<file path="config.mk">
export PLATFORM = sky130hd
export DESIGN_NAME = bve_ram
export DESIGN_NICKNAME = d
export VERILOG_FILES = /design/src/rtl/core/bve_ram.sv
export SDC_FILE = /design/constraint.sdc
export NUM_CORES = 1
export LEC_CHECK = 0
export ABC_AREA = 1
export ABC_CLOCK_PERIOD_IN_PS = 3080
export BUFFER_PORTS_ARGS = -buffer_cell sky130_fd_sc_hd__buf_2
export CAP_MARGIN = 10
export CORE_MARGIN = 8
export CORE_UTILIZATION = 64
export CTS_CLUSTER_SIZE = 25
export DETAILED_ROUTE_END_ITERATION = 10
export PLACE_DENSITY_LB_ADDON = 0.05
export SETUP_SLACK_MARGIN = 0.1
export SLEW_MARGIN = 40
export SYNTH_ARGS = -nofsm -noshare
export SYNTH_HDL_FRONTEND = slang
export SYNTH_SLANG_ARGS = --single-unit
</file>
<file path="constraint.sdc">
create_clock -name clk -period 3.08 [get_ports clk]
set_input_delay 0.154 -clock clk [delete_from_list [all_inputs] [get_ports clk]]
set_output_delay 0.154 -clock clk [all_outputs]
set_load 0.005 [all_outputs]
</file>
<file path="src/rtl/core/bve_ram.sv">
// Generic single-write, single-read RAM with registered read data.
// No dependencies.
module bve_ram #(
    parameter int WIDTH = 8,
    parameter int DEPTH = 16
) (
    input  logic                     clk,
    input  logic                     we,
    input  logic [$clog2(DEPTH)-1:0] waddr,
    input  logic [WIDTH-1:0]         wdata,
    input  logic [$clog2(DEPTH)-1:0] raddr,
    output logic [WIDTH-1:0]         rdata
);

    logic [WIDTH-1:0] mem [DEPTH];
    logic [WIDTH-1:0] rdata_reg;

    // Write and registered read
    always_ff @(posedge clk)
    begin
        if (we)
        begin
            mem[waddr] <= wdata;
        end
        rdata_reg <= mem[raddr];
    end

    assign rdata = rdata_reg;

endmodule

</file>
==> results.py, run 1 <==
metrics = {
    "route": {
        "first_pass_iters": 5,
        "initialDrtViolationCount": 352,
        "vias": 3799,
        "routed_wl_microns": 12500,
        "drc": 0,
        "vias_per_cell": 5.49,
        "drtAntennaViolNets": 0,
        "wl_per_cell_microns": 18.0,
    },
    "cts": {
        "clockBufferDepth": 2,
        "cts_num_sinks": 136,
        "root_buffer": "clkbuf_8",
        "cts_tree": "done",
        "cts.htree.levels": 4,
        "insertion_delay_ns": 0.52,
        "clk_pin_slew_ns": 0.06,
        "ctsResizeCount": 0,
        "numCtsBuffers": 17,
    },
    "critical_path": {
        "cp_max_fo": 33,
        "r2r-start": "mem[6][4]$_DFFE_PP_",
        "r2r_slack_ns": 1.98,
        "required_ns": 3.50,
        "startpoint_type": "input pin",
        "r2r-end": "rdata[4]$_DFF_P_",
        "ff2ff_path_depth": 6,
        "worstSetupPathType": "input pin to flop",
        "endpoint_kind": "flop",
        "cp.arrival_ns": 1.75,
    },
    "final_layout": {
        "largest_register_ffs": 128,
        "fillCellCount": 601,
        "area_delta_synth_final_pct": 11.5,
        "drive_above_1_share_pct": 9.59,
        "fin_nets": 591,
        "num_antenna_cells": 0,
    },
    "timing": {
        "fin_crit_sh_pct": 43.2,
        "finalHoldViolations": 0,
        "setup-tns-final_ns": 0,
        "slew_violations": 0,
        "tightest_slew_ns": 0.858,
        "finalClockSkew_ns": 0.00765,
        "fin_ws_ns": 1.75,
        "fin_crit_ns": 1.33,
        "finalSetupViolCount": 0,
        "slew_headroom_pct": 42.6,
        "rsz0062_at_grt": "false",
        "fmax_ghz": 0.752,
    },
    "floorplan": {
        "fp.dieW_microns": 111,
        "die_h_microns": 111,
        "start_util_pct": 66.1,
        "dieArea_sq_um": 12300,
        "rows": 34,
        "ios": 26,
        "core_area_sq_um": 8720,
    },
    "synthesis": {
        "syn-instance-count": 551,
        "yosysSeqAreaShare_pct": 69.4,
        "ys_seq_elements": 136,
        "synth_area_sq_um": 5770,
        "synth_cell_types": 12,
        "synth_nets": 569,
        "syn_area_per_cell_sq_um": 10.5,
        "synth_warnings": 0,
    },
    "pwr": {
        "vdd_ir_drop_max_mv": 0.505,
        "p_leak_uw": 0.00279,
        "power_density_nw_per_um2": 654,
    },
    "worst_hold_path": {
        "hold_class": "input pin to flop",
        "min_to": "mem[5][1]$_DFFE_PP_",
        "min_from": "wdata[1]",
        "holdPathStages": 1,
    },
    "place": {
        "gp_congestion": 0.843,
        "dpl.hpwl_microns": 7370,
        "preCtsSetupSlack_ns": 1.23,
        "port_buffers": 25,
    },
    "global_routing": {
        "grt_usage_pct": 20.4,
        "grt_max_degree": 65,
        "antenna_found_initial": 0,
        "gr-total-overflow": 0,
        "grt_pass1_vias": 3691,
        "grt_first_pass_wirelength_microns": 19500,
    },
    "run": {
        "maxCapViolations": 0,
    },
    "run_status": {
        "run_status": "finished, final reports clean",
    },
}
==> worst max-delay path, cell delays in order <==
cell and delay (ns):
buf_2 0.55, inv_2 0.46, nand3_1 0.19, nand3_1 0.13
nand3_1 0.17, nand2_1 0.06
==> layer usage <==
layer	part of all wire (%)	global-route usage [%]	up-vias	wire (microns)
li1	-	-	1814	-
met1	41	26.1	1764	5120
met2	48	32.8	196	5990
met3	8.4	4.65	25	1050
met4	2.4	7.93	0	295
met5	0	0	-	0
==> cell type report <==
cell class                      count  area (sq um)  area share, %
Sequential cell                   136          4000           62.3
Multi-Input combinational cell    289          1210           18.9
Clock buffer                       17           414           6.44
Inverter                          102           385           6.00
Timing Repair Buffer               27           143           2.22
Tap cell                          108           135           2.10
Clock inverter                     13           133           2.06
==> power breakdown <==
| part | internal, uW | switching [uW] | leakage [uW] | total, uW |
|---|---|---|---|---|
| registers | 2070 | 12.0 | 0.00122 | 2080 |
| logic | 65.3 | 174 | 0.00130 | 239 |
| clock network | 1140 | 748 | 0.000265 | 1880 |
| total | 3270 | 934 | 0.00279 | 4200 |
==> kinds of logic (layout without fill, tap and decap cells) <==
kind of cell	Yosys count	after routing	share of synthesized area (%)
buffers and inverters	126	159	9.52
flip-flops	136	136	69.4
AND/OR/NAND/NOR	289	289	21.0
==> placed cells by master, fill, tap and decap left out <==
master	n
inv_2	1
nor2_1	17
inv_1	100
inv_6	1
dlygate4sd3_1	1
buf_2	25
nand2_1	173
clkinv_4	3
clkinvlp_4	2
clkbuf_8	1
inv_4	1
clkinv_2	3
nand3_1	97
bufinv_16	2
buf_4	1
edfxtp_1	128
nand3b_1	2
dfxtp_1	8
clkinv_1	2
clkbuf_16	16
==> cell usage after synthesis <==
library cell / count / area share, %
inv_1: 100 / 6.5
buf_1: 1 / 0.065
inv_2: 2 / 0.13
buf_2: 13 / 1.1
nor2_1: 17 / 1.1
buf_4: 4 / 0.52
nand3_1: 97 / 8.4
nand2_1: 173 / 11
dfxtp_1: 8 / 2.8
nand3b_1: 2 / 0.26
edfxtp_1: 128 / 67
buf_6: 6 / 1.2
==> what timing repair did <==
action | CTS | global route
hold endpoints to repair | 4 | 0
buffers inserted | 0 | 0
endpoints found under the setup margin | 0 | 0
hold buffers | 1 | 0
==> worst max-delay path by stage <==
stage | end | from | slack [ns] | cells past startpoint
floorplan | mem[10][0]$_DFFE_PP_ | waddr[2] | 1.98 | 2
global placement | rdata[4]$_DFF_P_ | raddr[1] | 1.27 | 6
detailed placement | rdata[4]$_DFF_P_ | raddr[1] | 1.23 | 6
CTS | rdata[4]$_DFF_P_ | raddr[1] | 1.78 | 6
global route | rdata[7]$_DFF_P_ | raddr[1] | 1.64 | 6
finish | rdata[4]$_DFF_P_ | raddr[1] | 1.75 | 6
==> stage by stage <==
| step | instances | utilization, % | hold WS [ns] | instance area [sq um] | total power (uW) |
|---|---|---|---|---|---|
| floorplan | 551 | - | 0.253 | 5770 | 2260 |
| global placement | 661 | 67.3 | 0.519 | 5870 | 2350 |
| detailed placement | 661 | 67.3 | 0.527 | 5870 | 2360 |
| CTS | 692 | 73.7 | 0.0358 | 6430 | 4200 |
| global route | 692 | 73.7 | 0.0447 | 6430 | 4310 |
| finish | 692 | 73.7 | 0.0440 | 6430 | 4200 |
Note: power is estimated with default switching activity, not from simulation.
==> inputs of run 2 (changes only) <==
Settings changed: ABC_CLOCK_PERIOD_IN_PS 3080 to 1400, CORE_UTILIZATION 64 to 61.
Clock period 3.08 ns to 1.4 ns, I/O delays scaled along.
==> run 2 against run 1 <==
Sequential power grew 120%. Via count grew 2.3%. Core utilization grew 0.30 points. Die area grew 4.2%. Hold slack gained 0.12 ns. Critical path depth is the same. Combinational power grew 150%. First-iteration DRC count shrank 15%. Sequential share of layout area shrank 3.5 points. Cell area grew 5.9%. Worst setup slack lost 1.4 ns. Clock skew shrank 0.0015 ns. Critical endpoint is now rdata[0]$_DFF_P_. Largest power group unchanged.
==> results.py, run 2 (same netlist as run 1, synthesis figures left out) <==
metrics = {
    "cts": {
        "cts_num_sinks": 136,
        "clk_pin_slew_ns": 0.06,
        "clockBufferDepth": 2,
        "cts_tree": "done",
        "cts.htree.levels": 4,
        "numCtsBuffers": 17,
        "insertion_delay_ns": 0.51,
        "post_cts_buffers": 0,
        "root_buffer": "clkbuf_8",
    },
    "pwr": {
        "power.switching_uw": 2200,
        "sw_frac_of_total_pct": 22.6,
        "p_leak_uw": 0.00300,
        "pwr-share-comb_pct": 6.1,
        "vdd_ir_drop_max_mv": 0.812,
        "p_clk_share_pct": 46.8,
        "pwr-share-seq_pct": 47.1,
        "intPower_uw": 7510,
        "power_density_nw_per_um2": 1430,
    },
    "route": {
        "initialDrtViolationCount": 298,
        "vias_per_cell": 5.31,
        "first_pass_iters": 5,
        "wl_per_cell_microns": 17.4,
        "vias": 3885,
        "drc": 0,
        "routed_wl_microns": 12700,
        "drtAntennaViolNets": 0,
    },
    "worst_hold_path": {
        "min_from": "raddr[1]",
        "min_to": "rdata[3]$_DFF_P_",
        "hold_class": "input pin to flop",
        "holdPathStages": 5,
    },
    "floorplan": {
        "start_util_pct": 62.7,
        "die_h_microns": 113,
        "dieArea_sq_um": 12800,
        "core_area_sq_um": 9200,
        "fp.dieW_microns": 113,
        "rows": 35,
        "ios": 26,
    },
    "critical_path": {
        "ff2ff_path_depth": 6,
        "cp.arrival_ns": 1.48,
        "required_ns": 1.80,
        "r2r-start": "mem[7][0]$_DFFE_PP_",
        "worstSetupPathType": "flop to flop",
        "cp_common_cell": "nand3_1",
        "r2r_slack_ns": 0.32,
        "cp_max_fo": 1,
        "endpoint_kind": "flop",
        "crit_chain": "inv_1 > nand2_1 > nand3_1 > nand3_1 > nand3_1 > nand2_1",
        "cpMaxStageDelayCell": "edfxtp_1",
        "startpoint_type": "flop",
        "slowest_delay_ns": 0.36,
        "r2r-end": "rdata[0]$_DFF_P_",
    },
    "place": {
        "port_buffers": 25,
        "gp_congestion": 0.813,
        "dpl.hpwl_microns": 7760,
    },
    "timing": {
        "finalClockSkew_ns": 0.00620,
        "finalHoldViolations": 0,
        "whs_ns": 0.160,
        "fin_crit_sh_pct": 77.2,
        "tightest_slew_ns": 0.410,
        "finalSetupViolCount": 0,
        "rsz0062_at_grt": "false",
        "setup-tns-final_ns": 0,
        "fin_crit_ns": 1.08,
        "slew_violations": 0,
        "slew_headroom_pct": 72.7,
        "fmax_ghz": 0.926,
    },
    "global_routing": {
        "grt_first_pass_wirelength_microns": 20200,
        "grt_usage_pct": 21.0,
        "gr-total-overflow": 0,
        "grt_pass1_vias": 3892,
        "grt_max_degree": 33,
        "antenna_found_initial": 0,
    },
    "run": {
        "maxCapViolations": 0,
    },
    "final_layout": {
        "drive_above_1_share_pct": 13.5,
        "largest_register_ffs": 128,
        "fin_nets": 625,
        "num_antenna_cells": 0,
        "area_delta_synth_final_pct": 18.0,
        "final_cell_mix": "nand2_1 (173), edfxtp_1 (128), inv_1 (100), nand3_1 (97), buf_2 (25)",
        "layout_commonest_cell": "nand2_1",
    },
    "run_status": {
        "run_status": "finished, final reports clean",
    },
}
## run 2: final cells by class
cell class | count | area, sq um
Timing Repair Buffer | 61 | 458
Inverter | 102 | 383
Tap cell | 111 | 139
Fill cell | 650 | 2390
Clock buffer | 17 | 414
Multi-Input combinational cell | 289 | 1210
Sequential cell | 136 | 4000
Clock inverter | 15 | 194
## run 2: metal layers
metal | GRT usage (%) | routed length, microns | vias up | part of all wire [%]
met1 | 27.1 | 5470 | 1830 | 43
li1 | - | - | 1889 | -
met4 | 8.61 | 225 | 0 | 1.8
met2 | 33.9 | 6260 | 148 | 49
met5 | 0 | 0 | - | 0
met3 | 4.26 | 785 | 18 | 6.2
## run 2: how the worst max path moves through the flow
| stage | cells after the start | start | endpoint |
|---|---|---|---|
| final | 6 | mem[7][0]$_DFFE_PP_ | rdata[0]$_DFF_P_ |
| after global routing | 6 | mem[7][0]$_DFFE_PP_ | rdata[0]$_DFF_P_ |
| after CTS | 6 | mem[7][0]$_DFFE_PP_ | rdata[0]$_DFF_P_ |
| after detailed placement | 7 | raddr[1] | rdata[0]$_DFF_P_ |
| after global placement | 7 | raddr[1] | rdata[0]$_DFF_P_ |
| after floorplan | 2 | waddr[2] | mem[10][0]$_DFFE_PP_ |
## run 2: power groups by stage
stage          Clock, uW  Combinational, uW  Sequential [uW]
2_1_floorplan          0                321             4660
3_3_place_gp           0                550             4660
3_5_place_dp           0                559             4660
4_1_cts             4580                587             4570
5_1_grt             4720                652             4580
6_report            4540                587             4570
## run 2: worst max-delay path: cells and delay by family (launching register included)
kind / cells / cell delay, ns
buffers and inverters: 1 / 0.06
DFF: 1 / 0.36
and+or+nand+nor: 5 / 0.55
## run 2: timing repair
action / in CTS / in global routing
endpoints found under the setup margin: 0 / 0
hold buffers: 10 / 0
resized for setup: 0 / 0
hold endpoints to repair: 124 / 0
## run 2: per-stage QoR
step                      setup WS, ns  util (%)  power [uW]  instances  area [sq um]
final                            0.320      74.0        9700        731          6810
after global routing             0.250      74.0        9960        731          6810
after CTS                        0.311      74.0        9750        731          6810
after detailed placement         0.163      66.3        5220        689          6100
after global placement           0.183      66.3        5210        689          6100
after floorplan                  0.379         -        4980        551          5770
