### config.mk
export PLATFORM = sky130hd
export DESIGN_NAME = bve_alu
export DESIGN_NICKNAME = d
export VERILOG_FILES = /design/src/rtl/core/bve_pkg.sv /design/src/rtl/core/bve_alu.sv
export SDC_FILE = /design/constraint.sdc
export NUM_CORES = 1
export LEC_CHECK = 0
export ABC_AREA = 1
export BUFFER_PORTS_ARGS = -buffer_cell sky130_fd_sc_hd__buf_2
export CAP_MARGIN = 0
export CORE_ASPECT_RATIO = 0.5
export CORE_UTILIZATION = 52
export DETAILED_ROUTE_END_ITERATION = 16
export PLACE_DENSITY = 0.81
export SLEW_MARGIN = 20
export SYNTH_ARGS = -nofsm -noshare
export SYNTH_HDL_FRONTEND = slang
export SYNTH_SLANG_ARGS = --single-unit
### constraint.sdc
create_clock -name vclk -period 2.23
set_clock_uncertainty 0.05 [all_clocks]
set_input_delay 0.223 -clock vclk [all_inputs]
set_output_delay 0.223 -clock vclk [all_outputs]
set_load 0.1 [all_outputs]
### src/rtl/core/bve_pkg.sv
// Shared types, constants and helpers for the byte-code instruction executor.
// Used by bve_alu and bytecode_vm_instruction_executor_core.
package bve_pkg;

    // Default sizes
    localparam int MEMORY_BYTES_DEF = 4096;
    localparam int STACK_DEPTH_DEF  = 16;
    localparam int PC_RESET         = 512;
    localparam int NUM_REGS         = 16;
    localparam logic [3:0] FLAG_REG = 4'hF;

    // Item operations
    localparam logic [1:0] OPER_WRITE = 2'd0;
    localparam logic [1:0] OPER_READ  = 2'd1;
    localparam logic [1:0] OPER_EXEC  = 2'd2;
    // Reserved code: changes nothing, reports the program counter only
    localparam logic [1:0] OPER_NOP   = 2'd3;

    // Status codes
    localparam logic [1:0] STAT_OK        = 2'd0;
    localparam logic [1:0] STAT_UNSUP     = 2'd1;
    localparam logic [1:0] STAT_OVERFLOW  = 2'd2;
    localparam logic [1:0] STAT_UNDERFLOW = 2'd3;

    // Instruction groups (top nibble)
    localparam logic [3:0] GRP_SYS         = 4'h0;
    localparam logic [3:0] GRP_JUMP        = 4'h1;
    localparam logic [3:0] GRP_CALL        = 4'h2;
    localparam logic [3:0] GRP_SKIP_EQ_IMM = 4'h3;
    localparam logic [3:0] GRP_SKIP_NE_IMM = 4'h4;
    localparam logic [3:0] GRP_SKIP_EQ_REG = 4'h5;
    localparam logic [3:0] GRP_LOAD_IMM    = 4'h6;
    localparam logic [3:0] GRP_ADD_IMM     = 4'h7;
    localparam logic [3:0] GRP_ALU         = 4'h8;
    localparam logic [3:0] GRP_SKIP_NE_REG = 4'h9;
    localparam logic [3:0] GRP_LOAD_INDEX  = 4'hA;
    localparam logic [3:0] GRP_JUMP_V0     = 4'hB;
    localparam logic [3:0] GRP_RANDOM      = 4'hC;
    localparam logic [3:0] GRP_MISC        = 4'hF;

    // Whole-word system instructions
    localparam logic [15:0] OPW_CLEAR  = 16'h00E0;
    localparam logic [15:0] OPW_RETURN = 16'h00EE;

    // ALU group sub-codes
    localparam logic [3:0] ALU_MOV  = 4'h0;
    localparam logic [3:0] ALU_OR   = 4'h1;
    localparam logic [3:0] ALU_AND  = 4'h2;
    localparam logic [3:0] ALU_XOR  = 4'h3;
    localparam logic [3:0] ALU_ADD  = 4'h4;
    localparam logic [3:0] ALU_SUB  = 4'h5;
    localparam logic [3:0] ALU_SHR  = 4'h6;
    localparam logic [3:0] ALU_SUBN = 4'h7;
    localparam logic [3:0] ALU_SHL  = 4'hE;

    // Misc group sub-codes (low byte)
    localparam logic [7:0] MISC_GET_DELAY = 8'h07;
    localparam logic [7:0] MISC_SET_DELAY = 8'h15;
    localparam logic [7:0] MISC_SET_SOUND = 8'h18;
    localparam logic [7:0] MISC_ADD_INDEX = 8'h1E;
    localparam logic [7:0] MISC_FONT      = 8'h29;
    localparam logic [7:0] MISC_BCD       = 8'h33;
    localparam logic [7:0] MISC_SAVE      = 8'h55;
    localparam logic [7:0] MISC_LOAD      = 8'h65;

    // Decoded actions of one instruction
    typedef struct packed {
        logic [1:0]  status;
        logic        clear;
        logic        wr_vx;
        logic [7:0]  vx_val;
        logic        wr_flag;
        logic        flag_val;
        logic        push;
        logic        pop;
        logic        set_index;
        logic [11:0] index_val;
        logic        set_delay;
        logic        do_bcd;
        logic        do_save;
        logic        do_load;
    } exec_ctl_t;

    // Split a byte into hundreds, tens and ones, one nibble each
    function automatic logic [11:0] bcd_digits(input logic [7:0] v);
        logic [1:0]  h;
        logic [7:0]  r;
        logic [13:0] p;
        logic [3:0]  t;
        logic [7:0]  o;
        if (v >= 8'd200) begin
            h = 2'd2;
            r = v - 8'd200;
        end
        else if (v >= 8'd100) begin
            h = 2'd1;
            r = v - 8'd100;
        end
        else begin
            h = 2'd0;
            r = v;
        end
        // r < 100: multiply by 103/1024 gives r/10 exactly
        p = 14'(r) * 14'd103;
        t = p[13:10];
        o = r - 8'(t) * 8'd10;
        return {2'b00, h, t, o[3:0]};
    endfunction

endpackage

### src/rtl/core/bve_alu.sv
// Instruction decode and ALU: turns one instruction word and its operands
// into the next program counter and a set of actions. Depends on bve_pkg.
module bve_alu
    import bve_pkg::*;
#(
    parameter int PC_W = 12
) (
    input  logic [15:0]     opcode,
    input  logic [7:0]      vx,
    input  logic [7:0]      vy,
    input  logic [PC_W-1:0] aux,
    input  logic [PC_W-1:0] pc,
    input  logic [11:0]     index,
    input  logic [11:0]     font_base,
    input  logic [7:0]      delay,
    input  logic [7:0]      random_byte,
    input  logic            stack_full,
    input  logic            stack_empty,
    output exec_ctl_t       ctl,
    output logic [PC_W-1:0] pc_next
);

    logic [3:0]      grp;
    logic [3:0]      sub;
    logic [7:0]      nn;
    logic [11:0]     nnn;
    logic [8:0]      sum;
    logic [12:0]     jv0;
    logic [PC_W-1:0] pc_step;
    logic [PC_W-1:0] pc_skip;

    assign grp     = opcode[15:12];
    assign sub     = opcode[3:0];
    assign nn      = opcode[7:0];
    assign nnn     = opcode[11:0];
    assign sum     = {1'b0, vx} + {1'b0, vy};
    assign jv0     = {1'b0, nnn} + 13'(aux[7:0]);
    assign pc_step = pc + PC_W'(2);
    assign pc_skip = pc + PC_W'(4);

    // Decode and compute
    always_comb
    begin
        ctl     = '0;
        pc_next = pc_step;
        case (grp)
            GRP_SYS:
            begin
                if (opcode == OPW_CLEAR)
                begin
                    ctl.clear = 1'b1;
                end
                else if (opcode == OPW_RETURN)
                begin
                    if (stack_empty)
                    begin
                        ctl.status = STAT_UNDERFLOW;
                    end
                    else
                    begin
                        ctl.pop = 1'b1;
                        pc_next = aux + PC_W'(2);
                    end
                end
                else
                begin
                    ctl.status = STAT_UNSUP;
                end
            end
            GRP_JUMP:        pc_next = PC_W'(nnn);
            GRP_CALL:
            begin
                if (stack_full)
                begin
                    ctl.status = STAT_OVERFLOW;
                end
                else
                begin
                    ctl.push = 1'b1;
                    pc_next  = PC_W'(nnn);
                end
            end
            GRP_SKIP_EQ_IMM: pc_next = (vx == nn) ? pc_skip : pc_step;
            GRP_SKIP_NE_IMM: pc_next = (vx != nn) ? pc_skip : pc_step;
            GRP_SKIP_EQ_REG: pc_next = (vx == vy) ? pc_skip : pc_step;
            GRP_SKIP_NE_REG: pc_next = (vx != vy) ? pc_skip : pc_step;
            GRP_LOAD_IMM:
            begin
                ctl.wr_vx  = 1'b1;
                ctl.vx_val = nn;
            end
            GRP_ADD_IMM:
            begin
                ctl.wr_vx  = 1'b1;
                ctl.vx_val = vx + nn;
            end
            GRP_ALU:
            begin
                ctl.wr_vx = 1'b1;
                case (sub)
                    ALU_MOV: ctl.vx_val = vy;
                    ALU_OR:  ctl.vx_val = vx | vy;
                    ALU_AND: ctl.vx_val = vx & vy;
                    ALU_XOR: ctl.vx_val = vx ^ vy;
                    ALU_ADD:
                    begin
                        ctl.vx_val   = sum[7:0];
                        ctl.wr_flag  = 1'b1;
                        ctl.flag_val = sum[8];
                    end
                    ALU_SUB:
                    begin
                        ctl.vx_val   = vx - vy;
                        ctl.wr_flag  = 1'b1;
                        ctl.flag_val = (vx >= vy);
                    end
                    ALU_SHR:
                    begin
                        ctl.vx_val   = {1'b0, vx[7:1]};
                        ctl.wr_flag  = 1'b1;
                        ctl.flag_val = vx[0];
                    end
                    ALU_SUBN:
                    begin
                        ctl.vx_val   = vy - vx;
                        ctl.wr_flag  = 1'b1;
                        ctl.flag_val = (vy >= vx);
                    end
                    ALU_SHL:
                    begin
                        ctl.vx_val   = {vx[6:0], 1'b0};
                        ctl.wr_flag  = 1'b1;
                        ctl.flag_val = vx[7];
                    end
                    default:
                    begin
                        ctl.wr_vx  = 1'b0;
                        ctl.status = STAT_UNSUP;
                    end
                endcase
            end
            GRP_LOAD_INDEX:
            begin
                ctl.set_index = 1'b1;
                ctl.index_val = nnn;
            end
            GRP_JUMP_V0:     pc_next = PC_W'(jv0);
            GRP_RANDOM:
            begin
                ctl.wr_vx  = 1'b1;
                ctl.vx_val = random_byte & nn;
            end
            GRP_MISC:
            begin
                case (nn)
                    MISC_GET_DELAY:
                    begin
                        ctl.wr_vx  = 1'b1;
                        ctl.vx_val = delay;
                    end
                    MISC_SET_DELAY: ctl.set_delay = 1'b1;
                    // sound timer has no observable effect here
                    MISC_SET_SOUND: ctl.status = STAT_OK;
                    MISC_ADD_INDEX:
                    begin
                        ctl.set_index = 1'b1;
                        ctl.index_val = index + {4'b0000, vx};
                    end
                    MISC_FONT:
                    begin
                        ctl.set_index = 1'b1;
                        ctl.index_val = font_base + 12'({vx[3:0], 2'b00})
                                      + 12'(vx[3:0]);
                    end
                    MISC_BCD:  ctl.do_bcd  = 1'b1;
                    MISC_SAVE: ctl.do_save = 1'b1;
                    MISC_LOAD: ctl.do_load = 1'b1;
                    default:   ctl.status  = STAT_UNSUP;
                endcase
            end
            default:         ctl.status = STAT_UNSUP;
        endcase
    end

endmodule

==> flow_summary.toml, run 1 <==
[run_status]
outcome = "stopped before the end"
failing_step = "global routing"
tool.error = "[ERROR GRT-0116] Global routing finished with congestion. Check the congestion regions in the DRC Viewer."

[yosys]
synth_top_area_cell = "nand2_1"
synth_area_per_cell_um2 = 5.27
yosysUniqueCellTypes = 49
yosys-top-cells-area = "nand2_1 21%, ha_1 14%, inv_1 11%"
ys_warn_count = 0
synth_cells = 1114
syn_nets = 1289
synth_top_area_share = 0.206
synth_area_um2 = 5870
synth.yosys.seq_area_share = 0

[die]
num_rows = 26
die_h_um = 77.1
ios = 143
dieWidth_um = 152
start_util = 0.555

[grt]
grt_pass1_vias = 13444
grt_pass1_wl_mm = 80.0
grt_overflow = 226
grt_max_degree = 14
grt_use_total = 0.868

[placed_design]
finalWeightedCongestion = 1.13
dpl.hpwl_mm = 22.7
port_buffers = 143
place_ws_ns = -0.492

[cts]
ctsHoldBuffers = 0
[cells by family after synthesis]
logic type,Yosys count,synth area share
AOI/OAI and AO/OA,214,0.210
adders and majority gates,77,0.176
and+or+nand+nor,618,0.464
buffers and inverters,187,0.124
xor gates and xnor gates,18,0.0269
[through the flow]
step,instance area (um2),utilization,cells
after floorplan,6310,-,1114
after global placement,9250,0.875,1588
after detailed placement,9250,0.875,1588
after CTS,10200,0.968,1612
[repair_timing]
action                     4_1_cts
setup endpoints to repair       32
buffers inserted                22
cloned                           2
gates resized for setup        208
pin swaps                       83
[synthesized netlist by cell type (3+ instances only)]
cell / number
o211ai_1: 12
nand4_1: 28
inv_2: 5
a21boi_0: 3
o2111ai_1: 4
xnor2_1: 8
a22oi_1: 4
inv_1: 166
or2_2: 4
a31oi_1: 5
nor2_1: 113
a21oi_1: 63
nand3b_1: 3
nor3_1: 17
ha_1: 68
buf_2: 8
a22o_1: 5
xor2_1: 10
nand2_1: 322
o21bai_1: 3
o22ai_1: 15
o21ai_0: 86
nor2_4: 7
nand2_2: 11
nand3_1: 96
fa_1: 9
a221oi_1: 6
nor2_2: 6
[per-layer routing]
metal	track usage	GRT overflow
met1	0.832	2
met2	1.03	160
met3	0.744	6
met4	0.906	58
met5	0.580	0
==> run 2, diff against run 1 <==
CORE_ASPECT_RATIO = unset   (was 0.5)
CORE_UTILIZATION = 40   (was 52)
PLACE_DENSITY = unset   (was 0.81)
PLACE_DENSITY_LB_ADDON = 0.15   (was unset)
clock period = 2.9 ns   (was 2.23 ns; I/O delays follow)
==> run 2 against run 1 <==
The run now ends clean. Synthesized cell count stayed put. Area after synthesis did not move.
==> flow_summary.toml, run 2 <==
[run_status]
outcome = "finished, final reports clean"

[die]
dieArea_um2 = 15200
num_rows = 43
die_h_um = 123
start_util = 0.416
ios = 143
dieWidth_um = 123
core_area_um2 = 14100

[pwr]
pwr-share-comb = 1.000
pwr-share-seq = 0
p_int_mw = 0.489
swShare = 0.664
power_density_nw_per_um2 = 189
p_sw_mw = 0.964
p_leak_nw = 4.05
p_clk_frac = 0
ir_worst_vdd_mv = 0.124

[cells_and_area]
seq_cells = 0
final_cell_mix = "310 x nand2_1, 164 x inv_1, 112 x buf_2, 106 x nor2_1, 93 x nand3_1"
multiInputGateArea_um2 = 5260
clkbuf_count = 0
n_antenna_cell = 0
stdcell_count = 1469
n_fill_cell = 1529
final_util = 0.544
area_growth_pct = 30.8
final_common_cell = "nand2_1"
drive_gt1_frac = 0.206
final_nets = 1466
regArea_um2 = 0

[timing]
fin_ws_ns = 0.140
drv_slew = 0
setup_viol = 0
hold_viol_final = 0
tightest_slew_ns = 0.656
period_minus_slack_ns = 2.76
rsz0062_at_grt = "false"
finalSetupTns_ns = 0
slew_headroom = 0.561
period_share = 0.952
fmax_mhz = 362

[grt]
grt_pass1_vias = 7236
antenna_found_initial = 0
grt_overflow = 0
grt_max_degree = 14
grt_use_total = 0.305
grt_pass1_wl_mm = 36.3

[yosys]
synth.yosys.seq_area_share = 0
yosysUniqueCellTypes = 49
synth_top_area_share = 0.206
synth_top_area_cell = "nand2_1"
synth_area_per_cell_um2 = 5.27
syn_nets = 1289
ys_top_cells_by_count = "322 x nand2_1, 166 x inv_1, 113 x nor2_1"
yosys-top-cells-area = "nand2_1 21%, ha_1 14%, inv_1 11%"
synth_area_um2 = 5870
synth_cells = 1114
yosysMostFrequentCell = "nand2_1"
ys_warn_count = 0

[min_path]
hold_end = "ctl[24]"
hp-start = "delay[3]"
hp-class = "in2out"
whs_path_depth = 4

[drt]
route.detailed.drc = 0
drt-vias-per-instance = 5.53
drtIter0Drc = 902
vias = 8127
routedWlPerCell_um = 16.1
ant_nets = 0
wl_mm = 23.6
first_pass_iters = 8

[placed_design]
dpl.hpwl_mm = 20.1
place_ws_ns = 0.0189
dp.cells = 1468
finalWeightedCongestion = 0.957
port_buffers = 143

[critical_path]
required_ns = 2.56
crit_type = "in2out"
slowest_stage = "fa_1"
critPathCaptureType = "output pin"
crit_chain = "buf_2 > buf_4 > ha_1 > fa_1 > nand2_1 > inv_1 > o21ai_0 > nand2_1 > nor2_1 > nor3_1 > nor2_1 > nand2_1 > nand2_1 > nand2_1 > buf_12"
crit_buf_inv = 4
cpPeakStageDelay_ns = 0.42
crit_path_frequent_cell = "nand2_1"
startpoint_type = "input pin"
critPathTopFamily = "simple AND/OR/NAND/NOR gates"
cp_data_arrival_time_ns = 2.42
worstPathMaxFanout = 6

[cts]
ctsHoldBuffers = 0

[run]
cap_violations = 0
-- run 2: kinds of logic (layout without fill, tap and decap cells) --
logic type,after synthesis,in the layout,synth area share
compound gates,214,214,0.210
simple gates,618,618,0.464
buf+inv,187,362,0.124
xor+xnor,18,18,0.0269
fa+ha+maj,77,77,0.176
-- run 2: cell type report --
| class | instances | share of cell area |
|---|---|---|
| repair buffers | 189 | 0.200 |
| inverters | 173 | 0.0856 |
| well taps | 180 | 0.0293 |
| multi-input cells | 927 | 0.685 |
-- run 2: power by group through the flow --
stage	Combinational, mW	Sequential [mW]	Clock (mW)
floorplan	0.904	0	0
global placement	1.41	0	0
detailed placement	1.41	0	0
CTS	1.42	0	0
global route	1.57	0	0
finish	1.45	0	0
-- run 2: what timing repair did --
action,in CTS,in global routing
setup buffers,0,1
gates resized for setup,0,28
setup endpoints to repair,0,21
-- run 2: worst max path at each step --
stage | from | end | slack (ns) | depth (start not counted)
floorplan | opcode[9] | pc_next[1] | -0.70 | 8
global placement | vx[2] | ctl[15] | 0.06 | 16
detailed placement | vx[1] | pc_next[9] | 0.02 | 13
CTS | vx[1] | pc_next[9] | 0.003 | 13
global route | vx[1] | ctl[10] | 0.007 | 13
finish | vx[0] | ctl[25] | 0.14 | 15
-- run 2: metal layers --
layer | part of all wire | routed length [um] | vias up | GRT usage
met5 | 0 | 0 | - | 0
met4 | 0.029 | 678 | 0 | 0.0828
met3 | 0.11 | 2620 | 59 | 0.0470
met2 | 0.40 | 9510 | 439 | 0.443
met1 | 0.46 | 10800 | 3587 | 0.457
li1 | - | - | 4042 | -
-- run 2: per-stage QoR --
| step | area [um2] | hold WS (ns) | total power [mW] |
|---|---|---|---|
| detailed placement | 7600 | 0.969 | 1.41 |
| finish | 7670 | 0.970 | 1.45 |
| global placement | 7600 | 0.972 | 1.41 |
| global route | 7670 | 0.998 | 1.57 |
| CTS | 7600 | 0.976 | 1.42 |
| floorplan | 5940 | 0.649 | 0.904 |
Power figures use the tool's default switching activity.
==> run 3, diff against run 2 <==
ABC_AREA = unset   (was 1)
==> run 3 against run 2 <==
The run now ends with negative setup slack left. Flip-flop and latch count did not move. Utilization rose by 19 points. Non-clock buffer count rose by 135. Critical path depth fell by 3. Critical path type unchanged.
==> flow_summary.toml, run 3 <==
[grt]
grt_max_degree = 33
grt_pass1_wl_mm = 37.0
antenna_found_initial = 0
grt_overflow = 0
grt_pass1_vias = 7135
grt_use_total = 0.358

[critical_path]
startpoint_type = "input pin"
crit_type = "in2out"
cp_data_arrival_time_ns = 2.77
critPathCaptureType = "output pin"
worstPathMaxFanout = 4
required_ns = 2.56

[drt]
routedWlPerCell_um = 20.4
drtIter0Drc = 762
drt-vias-per-instance = 6.10
route.detailed.drc = 0
vias = 7294
ant_nets = 0
wl_mm = 24.4
first_pass_iters = 5

[cells_and_area]
final_area_um2 = 8980
seq_cells = 0
area_growth_pct = 75.5
final_nets = 1204
regArea_um2 = 0
clkbuf_count = 0
final_cell_mix = "166 x buf_4, 96 x buf_2, 56 x nand2_1, 51 x nor2_1, 47 x ha_1"
final_util = 0.732
n_antenna_cell = 0
n_fill_cell = 933
final_common_cell = "buf_4"
drive_gt1_frac = 0.482

[die]
dieArea_um2 = 13200
num_rows = 40
ios = 143
core_area_um2 = 12300
start_util = 0.417
die_h_um = 115
dieWidth_um = 115

[placed_design]
finalWeightedCongestion = 0.995
port_buffers = 143
place_area_um2 = 8020
dpl.hpwl_mm = 19.4

[yosys]
synth_cells = 736
synth-xor-area-share = 0.0993
synth_area_per_cell_um2 = 6.95
synth-simple-area-share = 0.252
synth_area_um2 = 5110
synth.yosys.seq_area_share = 0
synth_top_family_by_area = "compound AO/OA/AOI/OAI gates"
synth_top_area_cell = "ha_1"
synth_top_area_share = 0.166
ys_top_cells_by_count = "68 x ha_1, 61 x nand2_1, 57 x inv_1"
synth_compound_area_frac = 0.327
yosys-mux-area-fraction = 0.0462
synthAdderAreaFrac = 0.202
yosysUniqueCellTypes = 77
yosysMostFrequentCell = "ha_1"
ys_warn_count = 0
yosys-top-cells-area = "ha_1 17%, xnor2_1 5.7%, a21oi_1 5.5%"
syn_nets = 911

[timing]
period_share = 1.07
fin_ws_ns = -0.206
rsz0062_at_grt = "true"
fmax_mhz = 322
hold_viol_final = 0
slew_headroom = 0.653
drv_slew = 0
period_minus_slack_ns = 3.11
setup_viol = 15
tightest_slew_ns = 0.521

[min_path]
hp-class = "in2out"

[pwr]
p_total_mw = 1.94
ir_worst_vdd_mv = 0.120
p_leak_nw = 3.90
power_density_nw_per_um2 = 216

[run_status]
violations = "negative setup slack"
outcome = "finished with violations"

[run]
cap_violations = 0

[cts]
ctsHoldBuffers = 0
==> run 3: changes by cell type after synthesis, sizes merged, moves of 15 or more <==
cell / before / now
o21ai: 89 / 50
inv: 171 / 57
nand2: 333 / 62
nand4: 29 / 5
nor4: 1 / 17
nor2: 126 / 54
xnor2: 8 / 33
xor2: 10 / 25
nand3: 98 / 27
==> run 3: cell type report <==
cell class | instances | area, um2 | area share
tap | 168 | 210 | 0.0234
inverter | 57 | 259 | 0.0289
multi-input combinational | 646 | 5720 | 0.637
timing repair buffer | 324 | 2790 | 0.311
==> run 3: layer usage <==
metal / track usage / up-vias / part of all wire
met1: 0.427 / 3455 / 0.38
met5: 0 / - / 0
li1: - / 3342 / -
met3: 0.0290 / 92 / 0.067
met4: 0.157 / 0 / 0.047
met2: 0.653 / 405 / 0.50
==> run 3: path summary, 6_finish.rpt <==
kind / slack [ns] / cells past startpoint / endpoint / startpoint
max: -0.21 / 12 / ctl[13] / vx[0]
min: 0.92 / 4 / pc_next[0] / pc[0]
==> run 3: logic make-up (layout without fill, tap and decap cells) <==
group / after synthesis / count (layout)
and+or+nand+nor: 246 / 246
buffers and inverters: 90 / 381
muxes: 19 / 19
adders and majority gates: 77 / 77
xor gates and xnor gates: 58 / 58
AOI/OAI and AO/OA: 246 / 246
==> run 3: worst max-delay path, cell delays in order <==
cell,delay [ns]
buf_12,0.12
inv_8,0.06
fa_2,0.48
fa_2,0.41
nor2b_4,0.14
o21ai_4,0.08
a21boi_4,0.18
nor3_2,0.08
or3_4,0.38
xor2_2,0.17
o221ai_4,0.16
buf_12,0.20
==> run 3: power breakdown <==
group	internal [mW]	leakage (nW)	switching, mW
registers	0	0	0
clock network	0	0	0
logic	0.840	3.90	1.10
total	0.840	3.90	1.10
==> run 3: per-stage QoR <==
| stage | std cells | TNS, ns | setup WS [ns] | hold slack, ns |
|---|---|---|---|---|
| after floorplan | 736 | -3.12 | -0.812 | 0.716 |
| final | 1195 | -1.53 | -0.206 | 0.917 |
| after detailed placement | 1182 | -7.57 | -0.579 | 0.950 |
| after global placement | 1182 | -5.23 | -0.643 | 0.944 |
| after global routing | 1195 | -3.07 | -0.281 | 0.931 |
| after CTS | 1192 | -0.588 | -0.162 | 0.950 |
==> run 3: timing repair <==
action	CTS	global route
setup buffers	10	8
endpoints found under the setup margin	24	24
pin swaps	38	47
resized for setup	116	73
==> run 4, diff against run 3 <==
MAX_ROUTING_LAYER = met4   (was unset)
SLEW_MARGIN = 10   (was 20)
==> run 4 against run 3 <==
The run still ends with negative setup slack left. Combinational power increased by 4%. Utilization increased by 3.0 points. Total power increased by 4.0%. Flip-flop and latch count unchanged. Routed wire length increased by 8.7%. Clock-buffer cell count unchanged. Global-route usage increased by 1.6 points. Die area unchanged. Design area increased by 4.1%. Critical path type unchanged. Highest routed layer unchanged.
==> flow_summary.toml, run 4 (same netlist as run 3, synthesis figures left out) <==
[run_status]
outcome = "finished with violations"
violations = "negative setup slack"

[grt]
grt_pass1_wl_mm = 37.4
antenna_found_initial = 0
grt_overflow = 0
grt_use_total = 0.373
grt_pass1_vias = 7493
grt_max_degree = 33

[die]
num_rows = 40
dieWidth_um = 115
core_area_um2 = 12300
dieArea_um2 = 13200
start_util = 0.417
ios = 143
die_h_um = 115

[cells_and_area]
drive_gt1_frac = 0.516
n_antenna_cell = 0
n_fill_cell = 883
final_cell_mix = "178 x buf_4, 92 x buf_2, 55 x nand2_1, 49 x nor2_1, 44 x a21oi_1"
multiInputGateArea_um2 = 5890
clkbuf_count = 0
regArea_um2 = 0
seq_cells = 0
final_common_cell = "buf_4"
final_nets = 1222
area_growth_pct = 82.7

[pwr]
power_density_nw_per_um2 = 216
ir_worst_vdd_mv = 0.115
p_total_mw = 2.02
p_leak_nw = 4.02

[drt]
drt-vias-per-instance = 6.22
ant_nets = 0
wl_mm = 26.5
vias = 7539
route.detailed.drc = 0
routedWlPerCell_um = 21.9
first_pass_iters = 7
drtIter0Drc = 780

[timing]
setup_viol = 17
finalSetupTns_ns = -1.52
period_share = 1.07
slew_headroom = 0.615
tightest_slew_ns = 0.576
rsz0062_at_grt = "true"
period_minus_slack_ns = 3.11
fmax_mhz = 321
whs_ns = 0.909
hold_viol_final = 0
drv_slew = 0
fin_ws_ns = -0.213

[cts]
ctsHoldBuffers = 0

[placed_design]
dpl.hpwl_mm = 19.5
finalWeightedCongestion = 1.02
port_buffers = 143

[critical_path]
critPathCaptureType = "output pin"
required_ns = 2.56
cp_data_arrival_time_ns = 2.77
crit_type = "in2out"
startpoint_type = "input pin"
worstPathMaxFanout = 2

[min_path]
hp-class = "in2out"
hold_end = "pc_next[0]"
hp-start = "pc[0]"
whs_path_depth = 4

[run]
cap_violations = 0
==> run 4: cell types whose count changed in the layout (fill, tap and decap cells not counted), moves of 4 or more <==
cell / change
buf_4: +12
inv_1: -5
buf_2: -4
ha_4: +7
ha_1: -5
buf_6: +9
==> run 4: final cells by class <==
type               instances  share of cell area
inverters                 57              0.0288
multi-input cells        646               0.630
well taps                168              0.0225
repair buffers           342               0.319
==> run 4: what timing repair did <==
item                       CTS  global route
resized for setup          140           108
setup endpoints to repair   24            27
pin swaps                   53            79
setup buffers               19            13
==> run 4: worst max-delay path, cell delays in order <==
cell and delay, ns:
buf_8 0.10, inv_6 0.06, fa_2 0.47, fa_2 0.40, nor2b_4 0.16, o21ai_2 0.09, a21boi_2 0.18, nor3_2 0.07
or3_4 0.38, xor2_2 0.18, o221ai_4 0.20, buf_12 0.20
==> run 4: worst max-delay path by stage <==
stage | from | endpoint | slack (ns) | cells after the start
2_1_floorplan | opcode[2] | ctl[19] | -0.81 | 5
3_3_place_gp | vx[0] | ctl[23] | -0.62 | 14
3_5_place_dp | vx[0] | ctl[23] | -0.57 | 14
4_1_cts | vx[0] | ctl[13] | -0.23 | 12
5_1_grt | vx[2] | ctl[15] | -0.34 | 13
6_report | vx[2] | ctl[13] | -0.21 | 12
==> run 4: metrics by stage <==
step / area (um2) / setup slack, ns / std cells / util
after global placement: 8010 / -0.620 / 1184 / 0.653
after floorplan: 5550 / -0.812 / 736 / -
after detailed placement: 8010 / -0.574 / 1184 / 0.653
final: 9340 / -0.213 / 1213 / 0.762
after CTS: 8750 / -0.226 / 1203 / 0.714
after global routing: 9340 / -0.337 / 1213 / 0.762
==> run 4: where the power goes <==
part           total [mW]  switching [mW]  leakage [nW]  internal (mW)
Clock                   0               0             0              0
Sequential              0               0             0              0
Combinational        2.02            1.13          4.02          0.881
==> run 4: routing by layer <==
layer / vias up / GRT usage / wire (um) / part of all wire
met3: 142 / 0.0485 / 2160 / 0.082
met4: 0 / 0.216 / 1840 / 0.070
met2: 458 / 0.656 / 12900 / 0.49
met5: - / - / 0 / 0
li1: 3376 / - / - / -
met1: 3563 / 0.403 / 9610 / 0.36
